<file path="config.mk">
export PLATFORM = sky130hd
export DESIGN_NAME = sorted_priority_queue_unit_flat
export DESIGN_NICKNAME = d
export VERILOG_FILES = /design/src/rtl/spq_pkg.sv /design/src/rtl/spq_item_if.sv /design/src/rtl/spq_result_if.sv /design/src/rtl/spq_ram.sv /design/src/rtl/spq_datapath.sv /design/src/rtl/spq_ctrl.sv /design/src/rtl/sorted_priority_queue_unit.sv /design/src/flat_wrapper.sv
export SDC_FILE = /design/constraint.sdc
export NUM_CORES = 1
export LEC_CHECK = 0
export CAP_MARGIN = 20
export CORE_MARGIN = 3
export CORE_UTILIZATION = 60
export DETAILED_ROUTE_END_ITERATION = 8
export DONT_BUFFER_PORTS = 1
export HOLD_SLACK_MARGIN = 0.03
export PLACE_DENSITY_LB_ADDON = 0.05
export SLEW_MARGIN = 30
export SYNTH_ARGS = -nofsm -noshare
export SYNTH_HDL_FRONTEND = slang
export SYNTH_SLANG_ARGS = --single-unit
</file>
<file path="constraint.sdc">
create_clock -name clk_i -period 6.2 [get_ports clk_i]
set_input_delay 0.62 -clock clk_i [delete_from_list [all_inputs] [get_ports clk_i]]
set_output_delay 0.62 -clock clk_i [all_outputs]
set_load 0.005 [all_outputs]
</file>
<file path="src/rtl/spq_pkg.sv">
// Shared types and constants for the sorted priority queue.
// Entry layout, operation and status codes, controller states and command/status bundles.
// No dependencies.
package spq_pkg;

  localparam int unsigned DEPTH_DEF = 16;
  localparam int unsigned ID_W      = 16;
  localparam int unsigned LEVEL_W   = 4;
  localparam int unsigned KIND_W    = 2;
  localparam int unsigned STATUS_W  = 2;

  typedef enum logic [KIND_W-1:0] {
    KIND_INSERT = 2'd0,
    KIND_REMOVE = 2'd1,
    KIND_PEEK   = 2'd2
  } kind_e;

  typedef enum logic [STATUS_W-1:0] {
    STATUS_OK    = 2'd0,
    STATUS_FULL  = 2'd1,
    STATUS_EMPTY = 2'd2
  } status_e;

  typedef struct packed {
    logic [ID_W-1:0]    id;
    logic [LEVEL_W-1:0] level;
  } entry_t;

  localparam int unsigned ENTRY_W = $bits(entry_t);

  typedef enum logic [2:0] {
    ST_IDLE,
    ST_DISPATCH,
    ST_INS_CMP,
    ST_INS_PUT,
    ST_HEAD,
    ST_SHIFT,
    ST_DONE
  } state_e;

  // controller -> datapath
  typedef struct packed {
    logic    take_item;
    logic    ptr_from_count;
    logic    ptr_clear;
    logic    ptr_dec;
    logic    ptr_inc;
    logic    rd_head;
    logic    rd_below;
    logic    rd_above;
    logic    wr_shift;
    logic    wr_new;
    logic    grab_head;
    logic    set_status;
    status_e status;
    logic    cnt_inc;
    logic    cnt_dec;
    logic    post;
  } cmd_t;

  // datapath -> controller
  typedef struct packed {
    logic [KIND_W-1:0] kind;
    logic              empty;
    logic              full;
    logic              move_down;
    logic              ptr_one;
    logic              shift_more;
    logic              multi;
    logic              out_busy;
  } stat_t;

endpackage

</file>
<file path="src/rtl/spq_item_if.sv">
// Request channel of the sorted priority queue: valid/ready plus one operation.
// Depends on spq_pkg.
interface spq_item_if;
  logic                       valid;
  logic                       ready;
  logic [spq_pkg::KIND_W-1:0]  kind;
  logic [spq_pkg::ID_W-1:0]    patient_id;
  logic [spq_pkg::LEVEL_W-1:0] level;

  modport source (output valid, kind, patient_id, level, input ready);
  modport sink   (input valid, kind, patient_id, level, output ready);
endinterface

</file>
<file path="src/rtl/spq_result_if.sv">
// Response channel of the sorted priority queue: valid/ready plus one result.
// Depends on spq_pkg; occupancy width follows the queue depth.
interface spq_result_if #(
  parameter int unsigned DEPTH = spq_pkg::DEPTH_DEF,
  localparam int unsigned CNT_W = $clog2(DEPTH + 1)
);
  logic                        valid;
  logic                        ready;
  logic [spq_pkg::STATUS_W-1:0] status;
  logic                        head_valid;
  logic [spq_pkg::ID_W-1:0]     head_id;
  logic [spq_pkg::LEVEL_W-1:0]  head_level;
  logic [CNT_W-1:0]            occupancy;

  modport source (output valid, status, head_valid, head_id, head_level, occupancy,
                  input ready);
  modport sink   (input valid, status, head_valid, head_id, head_level, occupancy,
                  output ready);
endinterface

</file>
<file path="src/rtl/spq_ram.sv">
// Generic single-clock RAM: one write port, one read port, registered read data.
// Default sizes come from spq_pkg.
module spq_ram #(
  parameter int unsigned WIDTH = spq_pkg::ENTRY_W,
  parameter int unsigned DEPTH = spq_pkg::DEPTH_DEF,
  localparam int unsigned ADDR_W = $clog2(DEPTH)
) (
  input  logic              clk_i,
  input  logic              wr_en_i,
  input  logic [ADDR_W-1:0] wr_addr_i,
  input  logic [WIDTH-1:0]  wr_data_i,
  input  logic              rd_en_i,
  input  logic [ADDR_W-1:0] rd_addr_i,
  output logic [WIDTH-1:0]  rd_data_o
);

  logic [WIDTH-1:0] mem_q [DEPTH];
  logic [WIDTH-1:0] rd_data_q;

  always_ff @(posedge clk_i) begin
    if (wr_en_i) begin
      mem_q[wr_addr_i] <= wr_data_i;
    end
    if (rd_en_i) begin
      rd_data_q <= mem_q[rd_addr_i];
    end
  end

  assign rd_data_o = rd_data_q;

endmodule

</file>
<file path="src/rtl/spq_datapath.sv">
// Datapath of the sorted priority queue: entry RAM, fill count, position pointer,
// captured request, result fields and the output register. Depends on spq_pkg, spq_ram.
module spq_datapath #(
  parameter int unsigned DEPTH = spq_pkg::DEPTH_DEF,
  localparam int unsigned CNT_W = $clog2(DEPTH + 1)
) (
  input  logic                        clk_i,
  input  logic                        rst_ni,
  input  logic [spq_pkg::KIND_W-1:0]   in_kind_i,
  input  logic [spq_pkg::ID_W-1:0]     in_patient_id_i,
  input  logic [spq_pkg::LEVEL_W-1:0]  in_level_i,
  input  spq_pkg::cmd_t                cmd_i,
  output spq_pkg::stat_t               sts_o,
  input  logic                        out_ready_i,
  output logic                        out_valid_o,
  output logic [spq_pkg::STATUS_W-1:0] out_status_o,
  output logic                        out_head_valid_o,
  output logic [spq_pkg::ID_W-1:0]     out_head_id_o,
  output logic [spq_pkg::LEVEL_W-1:0]  out_head_level_o,
  output logic [CNT_W-1:0]            out_occupancy_o
);

  localparam int unsigned ADDR_W = $clog2(DEPTH);

  logic [spq_pkg::KIND_W-1:0] kind_q;
  spq_pkg::entry_t            item_q;

  logic [CNT_W-1:0] count_q, count_d;
  logic [CNT_W-1:0] ptr_q, ptr_d;
  logic [CNT_W-1:0] rd_ptr;
  logic [CNT_W:0]   ptr_plus2;

  spq_pkg::status_e status_q, status_d;
  logic             hv_q, hv_d;
  spq_pkg::entry_t  head_q, head_d;

  logic                         rd_en;
  logic [spq_pkg::ENTRY_W-1:0]  rd_word;
  spq_pkg::entry_t              rd_data;
  spq_pkg::entry_t              wr_data;

  logic                         out_valid_q, out_valid_d;
  spq_pkg::status_e             out_status_q;
  logic                         out_hv_q;
  spq_pkg::entry_t              out_head_q;
  logic [CNT_W-1:0]             out_occ_q;

  // pointer and count
  always_comb begin
    ptr_d = ptr_q;
    priority if (cmd_i.ptr_from_count) ptr_d = count_q;
    else if (cmd_i.ptr_clear)          ptr_d = '0;
    else if (cmd_i.ptr_dec)            ptr_d = ptr_q - CNT_W'(1);
    else if (cmd_i.ptr_inc)            ptr_d = ptr_q + CNT_W'(1);
    else                               ptr_d = ptr_q;
  end

  always_comb begin
    count_d = count_q;
    if (cmd_i.cnt_inc) begin
      count_d = count_q + CNT_W'(1);
    end else if (cmd_i.cnt_dec) begin
      count_d = count_q - CNT_W'(1);
    end
  end

  // read address is taken relative to the pointer value of the next cycle
  always_comb begin
    rd_ptr = '0;
    if (cmd_i.rd_below) begin
      rd_ptr = ptr_d - CNT_W'(1);
    end else if (cmd_i.rd_above) begin
      rd_ptr = ptr_d + CNT_W'(1);
    end
  end

  assign rd_en   = cmd_i.rd_head | cmd_i.rd_below | cmd_i.rd_above;
  assign rd_data = spq_pkg::entry_t'(rd_word);
  assign wr_data = cmd_i.wr_new ? item_q : rd_data;

  spq_ram #(
    .WIDTH(spq_pkg::ENTRY_W),
    .DEPTH(DEPTH)
  ) u_spq_ram (
    .clk_i    (clk_i),
    .wr_en_i  (cmd_i.wr_shift | cmd_i.wr_new),
    .wr_addr_i(ptr_q[ADDR_W-1:0]),
    .wr_data_i(wr_data),
    .rd_en_i  (rd_en),
    .rd_addr_i(rd_ptr[ADDR_W-1:0]),
    .rd_data_o(rd_word)
  );

  // result fields
  always_comb begin
    status_d = status_q;
    hv_d     = hv_q;
    head_d   = head_q;
    if (cmd_i.take_item) begin
      status_d = spq_pkg::STATUS_OK;
      hv_d     = 1'b0;
      head_d   = '0;
    end
    if (cmd_i.set_status) begin
      status_d = cmd_i.status;
    end
    if (cmd_i.grab_head) begin
      hv_d   = 1'b1;
      head_d = rd_data;
    end
  end

  assign out_valid_d = cmd_i.post | (out_valid_q & ~out_ready_i);

  always_ff @(posedge clk_i or negedge rst_ni) begin
    if (!rst_ni) begin
      count_q     <= '0;
      ptr_q       <= '0;
      out_valid_q <= 1'b0;
    end else begin
      count_q     <= count_d;
      ptr_q       <= ptr_d;
      out_valid_q <= out_valid_d;
    end
  end

  always_ff @(posedge clk_i) begin
    if (cmd_i.take_item) begin
      kind_q       <= in_kind_i;
      item_q.id    <= in_patient_id_i;
      item_q.level <= in_level_i;
    end
    status_q <= status_d;
    hv_q     <= hv_d;
    head_q   <= head_d;
    if (cmd_i.post) begin
      out_status_q <= status_q;
      out_hv_q     <= hv_q;
      out_head_q   <= head_q;
      out_occ_q    <= count_q;
    end
  end

  assign ptr_plus2 = {1'b0, ptr_q} + (CNT_W + 1)'(2);

  assign sts_o.kind       = kind_q;
  assign sts_o.empty      = (count_q == '0);
  assign sts_o.full       = (count_q == CNT_W'(DEPTH));
  assign sts_o.move_down  = (rd_data.level > item_q.level);
  assign sts_o.ptr_one    = (ptr_q == CNT_W'(1));
  assign sts_o.shift_more = (ptr_plus2 < {1'b0, count_q});
  assign sts_o.multi      = (count_q > CNT_W'(1));
  assign sts_o.out_busy   = out_valid_q & ~out_ready_i;

  assign out_valid_o      = out_valid_q;
  assign out_status_o     = out_status_q;
  assign out_head_valid_o = out_hv_q;
  assign out_head_id_o    = out_head_q.id;
  assign out_head_level_o = out_head_q.level;
  assign out_occupancy_o  = out_occ_q;

endmodule

</file>
<file path="src/rtl/spq_ctrl.sv">
// Controller of the sorted priority queue: sequences insert shifts, head reads,
// remove shifts and result posting. Depends on spq_pkg.
module spq_ctrl (
  input  logic           clk_i,
  input  logic           rst_ni,
  input  logic           in_valid_i,
  output logic           in_ready_o,
  input  spq_pkg::stat_t sts_i,
  output spq_pkg::cmd_t  cmd_o
);

  spq_pkg::state_e state_q, state_d;

  always_ff @(posedge clk_i or negedge rst_ni) begin
    if (!rst_ni) begin
      state_q <= spq_pkg::ST_IDLE;
    end else begin
      state_q <= state_d;
    end
  end

  // next state
  always_comb begin
    state_d = state_q;
    unique case (state_q)
      spq_pkg::ST_IDLE: begin
        if (in_valid_i) state_d = spq_pkg::ST_DISPATCH;
      end
      spq_pkg::ST_DISPATCH: begin
        unique case (sts_i.kind)
          spq_pkg::KIND_INSERT: begin
            if (sts_i.full)       state_d = spq_pkg::ST_DONE;
            else if (sts_i.empty) state_d = spq_pkg::ST_INS_PUT;
            else                  state_d = spq_pkg::ST_INS_CMP;
          end
          spq_pkg::KIND_REMOVE, spq_pkg::KIND_PEEK: begin
            state_d = sts_i.empty ? spq_pkg::ST_DONE : spq_pkg::ST_HEAD;
          end
          default: state_d = spq_pkg::ST_DONE;
        endcase
      end
      spq_pkg::ST_INS_CMP: begin
        if (!sts_i.move_down)   state_d = spq_pkg::ST_DONE;
        else if (sts_i.ptr_one) state_d = spq_pkg::ST_INS_PUT;
        else                    state_d = spq_pkg::ST_INS_CMP;
      end
      spq_pkg::ST_INS_PUT: state_d = spq_pkg::ST_DONE;
      spq_pkg::ST_HEAD: begin
        if (sts_i.kind == spq_pkg::KIND_REMOVE && sts_i.multi) begin
          state_d = spq_pkg::ST_SHIFT;
        end else begin
          state_d = spq_pkg::ST_DONE;
        end
      end
      spq_pkg::ST_SHIFT: begin
        state_d = sts_i.shift_more ? spq_pkg::ST_SHIFT : spq_pkg::ST_DONE;
      end
      spq_pkg::ST_DONE: begin
        if (!sts_i.out_busy) state_d = spq_pkg::ST_IDLE;
      end
      default: state_d = spq_pkg::ST_IDLE;
    endcase
  end

  // outputs
  always_comb begin
    cmd_o        = '0;
    cmd_o.status = spq_pkg::STATUS_OK;
    in_ready_o   = 1'b0;
    unique case (state_q)
      spq_pkg::ST_IDLE: begin
        in_ready_o      = 1'b1;
        cmd_o.take_item = in_valid_i;
      end
      spq_pkg::ST_DISPATCH: begin
        unique case (sts_i.kind)
          spq_pkg::KIND_INSERT: begin
            if (sts_i.full) begin
              cmd_o.set_status = 1'b1;
              cmd_o.status     = spq_pkg::STATUS_FULL;
            end else begin
              cmd_o.ptr_from_count = 1'b1;
              cmd_o.rd_below       = ~sts_i.empty;  // last occupied entry
            end
          end
          spq_pkg::KIND_REMOVE, spq_pkg::KIND_PEEK: begin
            if (sts_i.empty) begin
              cmd_o.set_status = 1'b1;
              cmd_o.status     = spq_pkg::STATUS_EMPTY;
            end else begin
              cmd_o.rd_head   = 1'b1;
              cmd_o.ptr_clear = 1'b1;
            end
          end
          default: ;
        endcase
      end
      spq_pkg::ST_INS_CMP: begin
        if (sts_i.move_down) begin
          cmd_o.wr_shift = 1'b1;
          cmd_o.ptr_dec  = 1'b1;
          cmd_o.rd_below = ~sts_i.ptr_one;
        end else begin
          cmd_o.wr_new  = 1'b1;
          cmd_o.cnt_inc = 1'b1;
        end
      end
      spq_pkg::ST_INS_PUT: begin
        cmd_o.wr_new  = 1'b1;
        cmd_o.cnt_inc = 1'b1;
      end
      spq_pkg::ST_HEAD: begin
        cmd_o.grab_head = 1'b1;
        if (sts_i.kind == spq_pkg::KIND_REMOVE) begin
          if (sts_i.multi) cmd_o.rd_above = 1'b1;
          else             cmd_o.cnt_dec  = 1'b1;
        end
      end
      spq_pkg::ST_SHIFT: begin
        cmd_o.wr_shift = 1'b1;
        cmd_o.ptr_inc  = 1'b1;
        if (sts_i.shift_more) cmd_o.rd_above = 1'b1;
        else                  cmd_o.cnt_dec  = 1'b1;
      end
      spq_pkg::ST_DONE: begin
        cmd_o.post = ~sts_i.out_busy;
      end
      default: ;
    endcase
  end

endmodule

</file>
<file path="src/rtl/sorted_priority_queue_unit.sv">
// Sorted priority queue, top level: controller plus datapath.
// Depends on spq_pkg, spq_item_if, spq_result_if, spq_ctrl, spq_datapath.
//
// Usage:
//   req_i carries one operation per transaction (kind: insert, remove head,
//   peek head; patient_id and level for an insert). rsp_o returns exactly one
//   result per request: status, head_valid/head_id/head_level for a remove or
//   peek, and the occupancy after the operation.
//   Entries are kept sorted by level in a DEPTH-entry RAM; an insert lands
//   behind all entries of equal or lower level, so equal levels leave FIFO.
//
// Throughput: one request at a time, the next one is taken the cycle after the
// result is loaded into the output register. The single-port-read RAM sets the
// pace: every moved entry costs one read and one write.
// Reset: queue empty, output register empty, req_i.ready high. RAM contents
// are not cleared; only occupied entries are ever read.
// Stall: a waiting result sits in the output register; the next request can
// be taken and processed, and its result waits until rsp_o.ready frees it.
module sorted_priority_queue_unit #(
  parameter int unsigned DEPTH = spq_pkg::DEPTH_DEF
) (
  input  logic         clk_i,
  input  logic         rst_ni,
  spq_item_if.sink     req_i,
  spq_result_if.source rsp_o
);

  spq_pkg::cmd_t  cmd;
  spq_pkg::stat_t sts;

  spq_ctrl u_spq_ctrl (
    .clk_i     (clk_i),
    .rst_ni    (rst_ni),
    .in_valid_i(req_i.valid),
    .in_ready_o(req_i.ready),
    .sts_i     (sts),
    .cmd_o     (cmd)
  );

  spq_datapath #(
    .DEPTH(DEPTH)
  ) u_spq_datapath (
    .clk_i           (clk_i),
    .rst_ni          (rst_ni),
    .in_kind_i       (req_i.kind),
    .in_patient_id_i (req_i.patient_id),
    .in_level_i      (req_i.level),
    .cmd_i           (cmd),
    .sts_o           (sts),
    .out_ready_i     (rsp_o.ready),
    .out_valid_o     (rsp_o.valid),
    .out_status_o    (rsp_o.status),
    .out_head_valid_o(rsp_o.head_valid),
    .out_head_id_o   (rsp_o.head_id),
    .out_head_level_o(rsp_o.head_level),
    .out_occupancy_o (rsp_o.occupancy)
  );

endmodule

</file>
<file path="src/flat_wrapper.sv">
// flat-port wrapper written by rule: the top's interface ports become plain ports
module sorted_priority_queue_unit_flat 
#(
  parameter int unsigned DEPTH = spq_pkg::DEPTH_DEF
)
  (clk_i, rst_ni, req_i_valid, req_i_kind, req_i_patient_id, req_i_level, req_i_ready, rsp_o_valid, rsp_o_status, rsp_o_head_valid, rsp_o_head_id, rsp_o_head_level, rsp_o_occupancy, rsp_o_ready);
  spq_item_if req_i_i ();
  spq_result_if #(.DEPTH(DEPTH)) rsp_o_i ();
  input  logic clk_i;
  input  logic rst_ni;
  input wire logic [$bits(req_i_i.valid)-1:0] req_i_valid;
  input wire logic [$bits(req_i_i.kind)-1:0] req_i_kind;
  input wire logic [$bits(req_i_i.patient_id)-1:0] req_i_patient_id;
  input wire logic [$bits(req_i_i.level)-1:0] req_i_level;
  output wire logic [$bits(req_i_i.ready)-1:0] req_i_ready;
  output wire logic [$bits(rsp_o_i.valid)-1:0] rsp_o_valid;
  output wire logic [$bits(rsp_o_i.status)-1:0] rsp_o_status;
  output wire logic [$bits(rsp_o_i.head_valid)-1:0] rsp_o_head_valid;
  output wire logic [$bits(rsp_o_i.head_id)-1:0] rsp_o_head_id;
  output wire logic [$bits(rsp_o_i.head_level)-1:0] rsp_o_head_level;
  output wire logic [$bits(rsp_o_i.occupancy)-1:0] rsp_o_occupancy;
  input wire logic [$bits(rsp_o_i.ready)-1:0] rsp_o_ready;
  assign req_i_i.valid = req_i_valid;
  assign req_i_i.kind = req_i_kind;
  assign req_i_i.patient_id = req_i_patient_id;
  assign req_i_i.level = req_i_level;
  assign req_i_ready = req_i_i.ready;
  assign rsp_o_valid = rsp_o_i.valid;
  assign rsp_o_status = rsp_o_i.status;
  assign rsp_o_head_valid = rsp_o_i.head_valid;
  assign rsp_o_head_id = rsp_o_i.head_id;
  assign rsp_o_head_level = rsp_o_i.head_level;
  assign rsp_o_occupancy = rsp_o_i.occupancy;
  assign rsp_o_i.ready = rsp_o_ready;
  sorted_priority_queue_unit #(.DEPTH(DEPTH)) u_core (.clk_i(clk_i), .rst_ni(rst_ni), .req_i(req_i_i), .rsp_o(rsp_o_i));
endmodule
</file>
==> flow_summary.ini, run 1 <==
[run]
cap_violations = 0

[timing]
achievable-frequency_mhz = 195
rsz_0062_raised_after_global_routing = no
timing.setup.tns_ns = 0
setup_violations_final = 0
final_min_period_over_clock_period_pct = 82.6
period_needed_ns = 5.12
fin_worst_skew_ns = 0.0200
holdWs_ns = 0.166
timing.slew.headroom_pct = 41.9
report.final.hold_viol_count = 0
timing_max_transition_violations_final = 0
worstMarginPinSlew_ns = 0.871

[worst_setup_path]
worstPathCellList = inv_1 > ha_1 > a41o_1 > a211oi_2 > a21oi_1 > a221oi_2 > inv_1 > ha_4 > inv_6 > buf_12 > a221oi_1 > nor3_1 > o32a_1 > mux2_2
worstSetupStartpointType = register
critPathSlowestCell = sky130_fd_sc_hd__ha_4
critical_path.max_stage_delay_ns = 0.69
required_ns = 6.50
cp_arrival_ns = 5.42
crit_family = compound AO/OA/AOI/OAI gates
cp.buffers_inverters = 4
crit_top_cell = sky130_fd_sc_hd__inv_1
critical_path.max_fanout = 104
crit_path_end_kind = register
criticalPathCategory = reg -> reg

[finish]
fillers = 2222
areaGrowthSynthToFinish_pct = 9.41
drive_above_1_share_pct = 12.5
finalNetCount = 1496

[placement]
place.gp.congestion = 0.833
portBuffers = 0
final_hpwl_from_detailed_placement_um = 27900

[run_status]
outcome = complete, no violations

[clock_network]
source_to_sink_clock_delay_at_the_later_pin_of_the_worst_skew_pair_ns = 0.55
htree_levels = 2
tritoncts.num_buffers = 46
cts.reportedPaths.clkPinSlew_ns = 0.06
cts_hold_repair.buffers = 1
post_cts_resize_count = 0
cts.repair_timing.setup_buffer_count = 0
cts_tree = built
cts.path.max_buffers = 3
clock-root-buffer = sky130_fd_sc_hd__clkbuf_16
clock_sink_count = 427

[yosys]
mappedNetlistNets = 1554
multiplexer_share_of_the_synthesized_area_pct = 2.39
synth_compound_gate_area_share_pct = 19.5
async_flop_share_pct = 3.28
post_synth.cell_area_avg_um2 = 13.2
ys_dominant_reg_cell = sky130_fd_sc_hd__edfxtp_1
synth.yosys.warnings = 0
syn-instance-count = 1503
synth_enable_flop_cells = 412
postSynthRegisterBits = 427
largest_family_of_logic_cells_by_synthesized_area = compound AO/OA/AOI/OAI gates
synth_area_um2 = 19900
synth_top_area_cells = sky130_fd_sc_hd__edfxtp_1 (62%), sky130_fd_sc_hd__a221oi_1 (11%), sky130_fd_sc_hd__nand2_1 (3.8%)
post_synth_fa_ha_maj_area_fraction_pct = 1.58
netlist.area_leader.share_pct = 62.3
synthDistinctLibCells = 74
yosysTopAreaCell = sky130_fd_sc_hd__edfxtp_1
simple_gate_share_of_the_synthesized_area_pct = 8.73
yosysSeqAreaShare_pct = 64.2
xor_and_xnor_fraction_of_the_mapped_netlist_area_pct = 0.265

[drt]
drc_errors = 0
drtPass1Iterations = 8
detail_route.vias_per_cell = 7.31
drt-wirelength-per-cell_um = 27.0
drt_iter0_markers = 1665
drt.antenna.violating_nets = 0
wirelength_um = 51700
num_vias = 14000

[grt]
vias_in_the_first_global_route = 13500
maximum_number_of_pins_on_one_net_before_global_route_repair = 164
gr-total-overflow = 0
first_pass_grt_wire_length_um = 79000
globalRouteTotalUtil_pct = 28.8
grt_antenna_before_repair = 2

[floorplan]
placeableCoreArea_um2 = 32100
chipHeight_um = 188
placement_rows = 65
floorplan.die_area_um2 = 35300
floorplan.die.width_um = 188
floorplan.initialDensity_pct = 61.8
io_pins = 56

[min_path]
min-delay-path-class = in -> reg
per-layer routing:
layer	track usage, %	share of wire, %	vias to the layer above
met2	46.7	48	716
met5	0	0	-
met1	39.6	41	7010
met3	5.07	8.6	119
li1	-	-	6132
met4	10.2	2.9	0
metrics by stage:
step	cells	util, %	instance area [µm²]	setup WS, ns
after floorplan	1503	-	19900	1.91
after global placement	1829	63.1	20300	1.36
after detailed placement	1829	63.1	20300	1.25
after CTS	1910	67.4	21700	1.23
after global routing	1912	67.6	21700	0.837
final	1913	67.6	21700	1.08
state kept, by name, summed over array words and instances, names as in the netlist:
signal / cells
u_core.u_spq_datapath.u_spq_ram.mem_q: 320
u_core.u_spq_datapath.head_q: 20
u_core.u_spq_datapath.item_q: 20
u_core.u_spq_datapath.u_spq_ram.rd_data_o: 20
u_core.u_spq_datapath.out_head_id_o: 16
u_core.u_spq_datapath.count_q: 5
u_core.u_spq_datapath.out_occupancy_o: 5
u_core.u_spq_datapath.ptr_q: 5
u_core.u_spq_datapath.out_head_level_o: 4
u_core.u_spq_ctrl.state_q: 3
u_core.u_spq_datapath.kind_q: 2
u_core.u_spq_datapath.out_status_o: 2
u_core.u_spq_datapath.status_q: 2
u_core.u_spq_datapath.hv_q: 1
u_core.u_spq_datapath.out_head_valid_o: 1
u_core.u_spq_datapath.out_valid_o: 1
area by class of cell:
type	count	area [µm²]	share of cell area [%]
Multi-Input combinational cell	905	6550	30.1
Sequential cell	427	12700	58.7
Clock buffer	58	1220	5.60
Timing Repair Buffer	41	417	1.92
Clock inverter	22	159	0.731
Antenna cell	1	2.50	0.0115
Inverter	24	95.1	0.438
Tap cell	435	544	2.51
cell families (layout without fill, tap and decap cells):
group           after synthesis  count (layout)
xor+xnor                      6               6
buf+inv                     171             145
fa+ha+maj                    25              25
flops                       427             427
compound gates              454             454
mux                          42              42
other cells                   0               1
simple gates                378             378
cell usage after synthesis (20+ instances only):
master,instances
sky130_fd_sc_hd__edfxtp_1,412
sky130_fd_sc_hd__a221oi_1,240
sky130_fd_sc_hd__nand2_1,200
sky130_fd_sc_hd__clkbuf_1,114
sky130_fd_sc_hd__nor3_1,66
sky130_fd_sc_hd__a311oi_1,61
sky130_fd_sc_hd__mux2_2,40
sky130_fd_sc_hd__nor2_1,33
sky130_fd_sc_hd__a21oi_1,30
sky130_fd_sc_hd__ha_1,25
sky130_fd_sc_hd__buf_2,22
sky130_fd_sc_hd__or3_1,22
sky130_fd_sc_hd__and2_1,21
sky130_fd_sc_hd__inv_1,21
sky130_fd_sc_hd__a311o_1,20
sky130_fd_sc_hd__a31oi_1,20
sky130_fd_sc_hd__o32a_1,20
worst paths after layout:
check	depth (start not counted)	slack [ns]	startpoint	end
min in group asynchronous	1	0.59	rst_ni	u_core.u_spq_datapath.ptr_q[3]
worst max-delay path	14	1.08	u_core.u_spq_datapath.u_spq_ram.rd_data_o[0]	u_core.u_spq_datapath.u_spq_ram.rd_data_o[9]
worst min register to register	0	0.42	u_core.u_spq_datapath.head_q[5]	u_core.u_spq_datapath.out_head_id_o[1]
worst max register to register	14	1.08	u_core.u_spq_datapath.u_spq_ram.rd_data_o[0]	u_core.u_spq_datapath.u_spq_ram.rd_data_o[9]
max in group asynchronous	1	5.15	rst_ni	u_core.u_spq_datapath.out_valid_o
worst min-delay path	0	0.17	req_i_patient_id[8]	u_core.u_spq_datapath.item_q[12]
layout by cell type, fill, tap and decap left out, types with 7 or more instances in the layout:
cell type | Yosys | routed
sky130_fd_sc_hd__a21oi_1 | 30 | 29
sky130_fd_sc_hd__a221oi_1 | 240 | 240
sky130_fd_sc_hd__a311o_1 | 20 | 20
sky130_fd_sc_hd__a311oi_1 | 61 | 61
sky130_fd_sc_hd__a31oi_1 | 20 | 20
sky130_fd_sc_hd__and2_1 | 21 | 21
sky130_fd_sc_hd__buf_4 | 2 | 32
sky130_fd_sc_hd__clkbuf_1 | 114 | 11
sky130_fd_sc_hd__clkbuf_16 | 0 | 47
sky130_fd_sc_hd__clkinv_1 | 1 | 11
sky130_fd_sc_hd__dfrtp_1 | 14 | 14
sky130_fd_sc_hd__edfxtp_1 | 412 | 412
sky130_fd_sc_hd__ha_1 | 25 | 24
sky130_fd_sc_hd__inv_1 | 21 | 20
sky130_fd_sc_hd__mux2_2 | 40 | 40
sky130_fd_sc_hd__nand2_1 | 200 | 200
sky130_fd_sc_hd__nand3_1 | 7 | 7
sky130_fd_sc_hd__nor2_1 | 33 | 15
sky130_fd_sc_hd__nor2_2 | 0 | 17
sky130_fd_sc_hd__nor3_1 | 66 | 65
sky130_fd_sc_hd__o21ai_0 | 8 | 8
sky130_fd_sc_hd__o311ai_0 | 19 | 19
sky130_fd_sc_hd__o32a_1 | 20 | 20
sky130_fd_sc_hd__or3_1 | 22 | 22
Power of run 1 is not shown: default switching activity piles up to over one toggle a cycle in this logic, so the estimate is an artifact.
==> run 2: changes to the inputs <==
==> constraint.sdc (replaced) <==
create_clock -name clk_i -period 5.21 [get_ports clk_i]
set_input_delay 0.521 -clock clk_i [delete_from_list [all_inputs] [get_ports clk_i]]
set_output_delay 0.521 -clock clk_i [all_outputs]
set_load 0.005 [all_outputs]
==> flow_summary.ini, run 2 (synthesized netlist as in run 1, its figures left out) <==
[grt]
globalRouteTotalUtil_pct = 28.9
grt.met2_usage_pct = 45.8
grt_use_met1_pct = 40.3
gr-total-overflow = 0
global_route.usage.met3_pct = 5.72
first_pass_grt_wire_length_um = 79500
maximum_number_of_pins_on_one_net_before_global_route_repair = 161
vias_in_the_first_global_route = 13500
grt_antenna_before_repair = 2
top_usage_layer = met2

[worst_setup_path]
worstSetupStartpointType = register
critical_path.max_fanout = 69
required_ns = 5.52
criticalPathCategory = reg -> reg
crit_path_end_kind = register
cp_arrival_ns = 5.10

[drt]
drt-wirelength-per-cell_um = 27.2
drt_iter0_markers = 1848
drt.antenna.violating_nets = 0
num_vias = 14100
wirelength_um = 52100
detail_route.vias_per_cell = 7.35
drtPass1Iterations = 7
drc_errors = 0

[placement]
dpl-instance-area_um2 = 20400
place.gp.congestion = 0.843
portBuffers = 0
final_hpwl_from_detailed_placement_um = 27900

[timing]
timing.setup.tns_ns = 0
achievable-frequency_mhz = 209
final_min_period_over_clock_period_pct = 92.0
timing.slew.headroom_pct = 34.8
worstMarginPinSlew_ns = 0.978
setup_violations_final = 0
report.final.hold_viol_count = 0
timing_max_transition_violations_final = 0
rsz_0062_raised_after_global_routing = no
period_needed_ns = 4.79
fin_worst_skew_ns = 0.0193

[floorplan]
floorplan.die_area_um2 = 35300
floorplan.die.width_um = 188
placement_rows = 65
floorplan.initialDensity_pct = 61.8
placeableCoreArea_um2 = 32100
chipHeight_um = 188
io_pins = 56

[finish]
post-route-cell-area_um2 = 21800
areaGrowthSynthToFinish_pct = 10.0
fin_util_pct = 68.0
combined_area_of_the_multi_input_logic_cells_um2 = 6550
largest_register_ff_count = 320
layout_common_cells = sky130_fd_sc_hd__edfxtp_1 (412), sky130_fd_sc_hd__a221oi_1 (240), sky130_fd_sc_hd__nand2_1 (200), sky130_fd_sc_hd__nor3_1 (65), sky130_fd_sc_hd__a311oi_1 (61)
sequential_cell_area_um2 = 12700
drive_above_1_share_pct = 13.1
regMostFlops = u_core.u_spq_datapath.u_spq_ram.mem_q
finalNetCount = 1498
most_common_cell_after_layout_fill_and_taps_aside = sky130_fd_sc_hd__edfxtp_1
fillers = 2187
antenna_cells = 0

[run_status]
outcome = complete, no violations

[clock_network]
clock_sink_count = 427
source_to_sink_clock_delay_at_the_later_pin_of_the_worst_skew_pair_ns = 0.55
cts_tree = built
cts.reportedPaths.clkPinSlew_ns = 0.06
cts.path.max_buffers = 3
htree_levels = 2
tritoncts.num_buffers = 45
cts.repair_timing.setup_buffer_count = 0
clock-root-buffer = sky130_fd_sc_hd__clkbuf_16
cts_hold_repair.buffers = 1
post_cts_resize_count = 0

[min_path]
min-delay-path-class = in -> reg

[run]
cap_violations = 0
[run 2: layer usage]
metal,routed length [µm],part of all wire [%],vias up
li1,-,-,6113
met1,21000,40,7059
met2,24400,47,794
met3,4990,9.6,130
met4,1690,3.2,0
met5,0,0,-
[run 2: cell type report]
class	instances	area share, %
flip-flops and latches	427	58.3
multi-input cells	905	30.0
clock buffers	55	5.61
well taps	435	2.49
repair buffers	44	2.06
clock inverters	28	1.11
inverters	24	0.435
[run 2: worst max-delay path, stage by stage, from the launching register on]
cell	delay [ns]
sky130_fd_sc_hd__edfxtp_1	0.48
sky130_fd_sc_hd__ha_1	0.36
sky130_fd_sc_hd__a41o_1	0.29
sky130_fd_sc_hd__a211oi_2	0.50
sky130_fd_sc_hd__a21oi_1	0.19
sky130_fd_sc_hd__a221oi_2	0.37
sky130_fd_sc_hd__inv_1	0.15
sky130_fd_sc_hd__ha_4	0.56
sky130_fd_sc_hd__inv_6	0.30
sky130_fd_sc_hd__buf_12	0.27
sky130_fd_sc_hd__a221oi_1	0.29
sky130_fd_sc_hd__nor3_1	0.08
sky130_fd_sc_hd__nor3_1	0.25
sky130_fd_sc_hd__a31oi_1	0.09
sky130_fd_sc_hd__mux2_2	0.28
[run 2: stage by stage]
step	cells	hold slack, ns	setup WS [ns]
2_1_floorplan	1503	0.225	0.924
3_3_place_gp	1834	0.226	0.632
3_5_place_dp	1834	0.226	0.533
4_1_cts	1918	0.0415	0.469
5_1_grt	1918	0.0369	0.186
6_report	1918	0.0643	0.416
[run 2: final timing paths]
check	slack (ns)	cells after the start	end	startpoint
setup / recovery	0.42	14	u_core.u_spq_datapath.u_spq_ram.rd_data_o[7]	u_core.u_spq_datapath.u_spq_ram.rd_data_o[2]
min in group asynchronous	0.48	1	u_core.u_spq_datapath.ptr_q[2]	rst_ni
setup reg to reg	0.42	14	u_core.u_spq_datapath.u_spq_ram.rd_data_o[7]	u_core.u_spq_datapath.u_spq_ram.rd_data_o[2]
hold / removal	0.06	0	u_core.u_spq_datapath.item_q[4]	req_i_patient_id[0]
hold reg to reg	0.42	0	u_core.u_spq_datapath.out_head_id_o[3]	u_core.u_spq_datapath.head_q[7]
max in group asynchronous	4.25	1	u_core.u_spq_ctrl.state_q[1]	rst_ni
Power of run 2 is left out for the same reason.
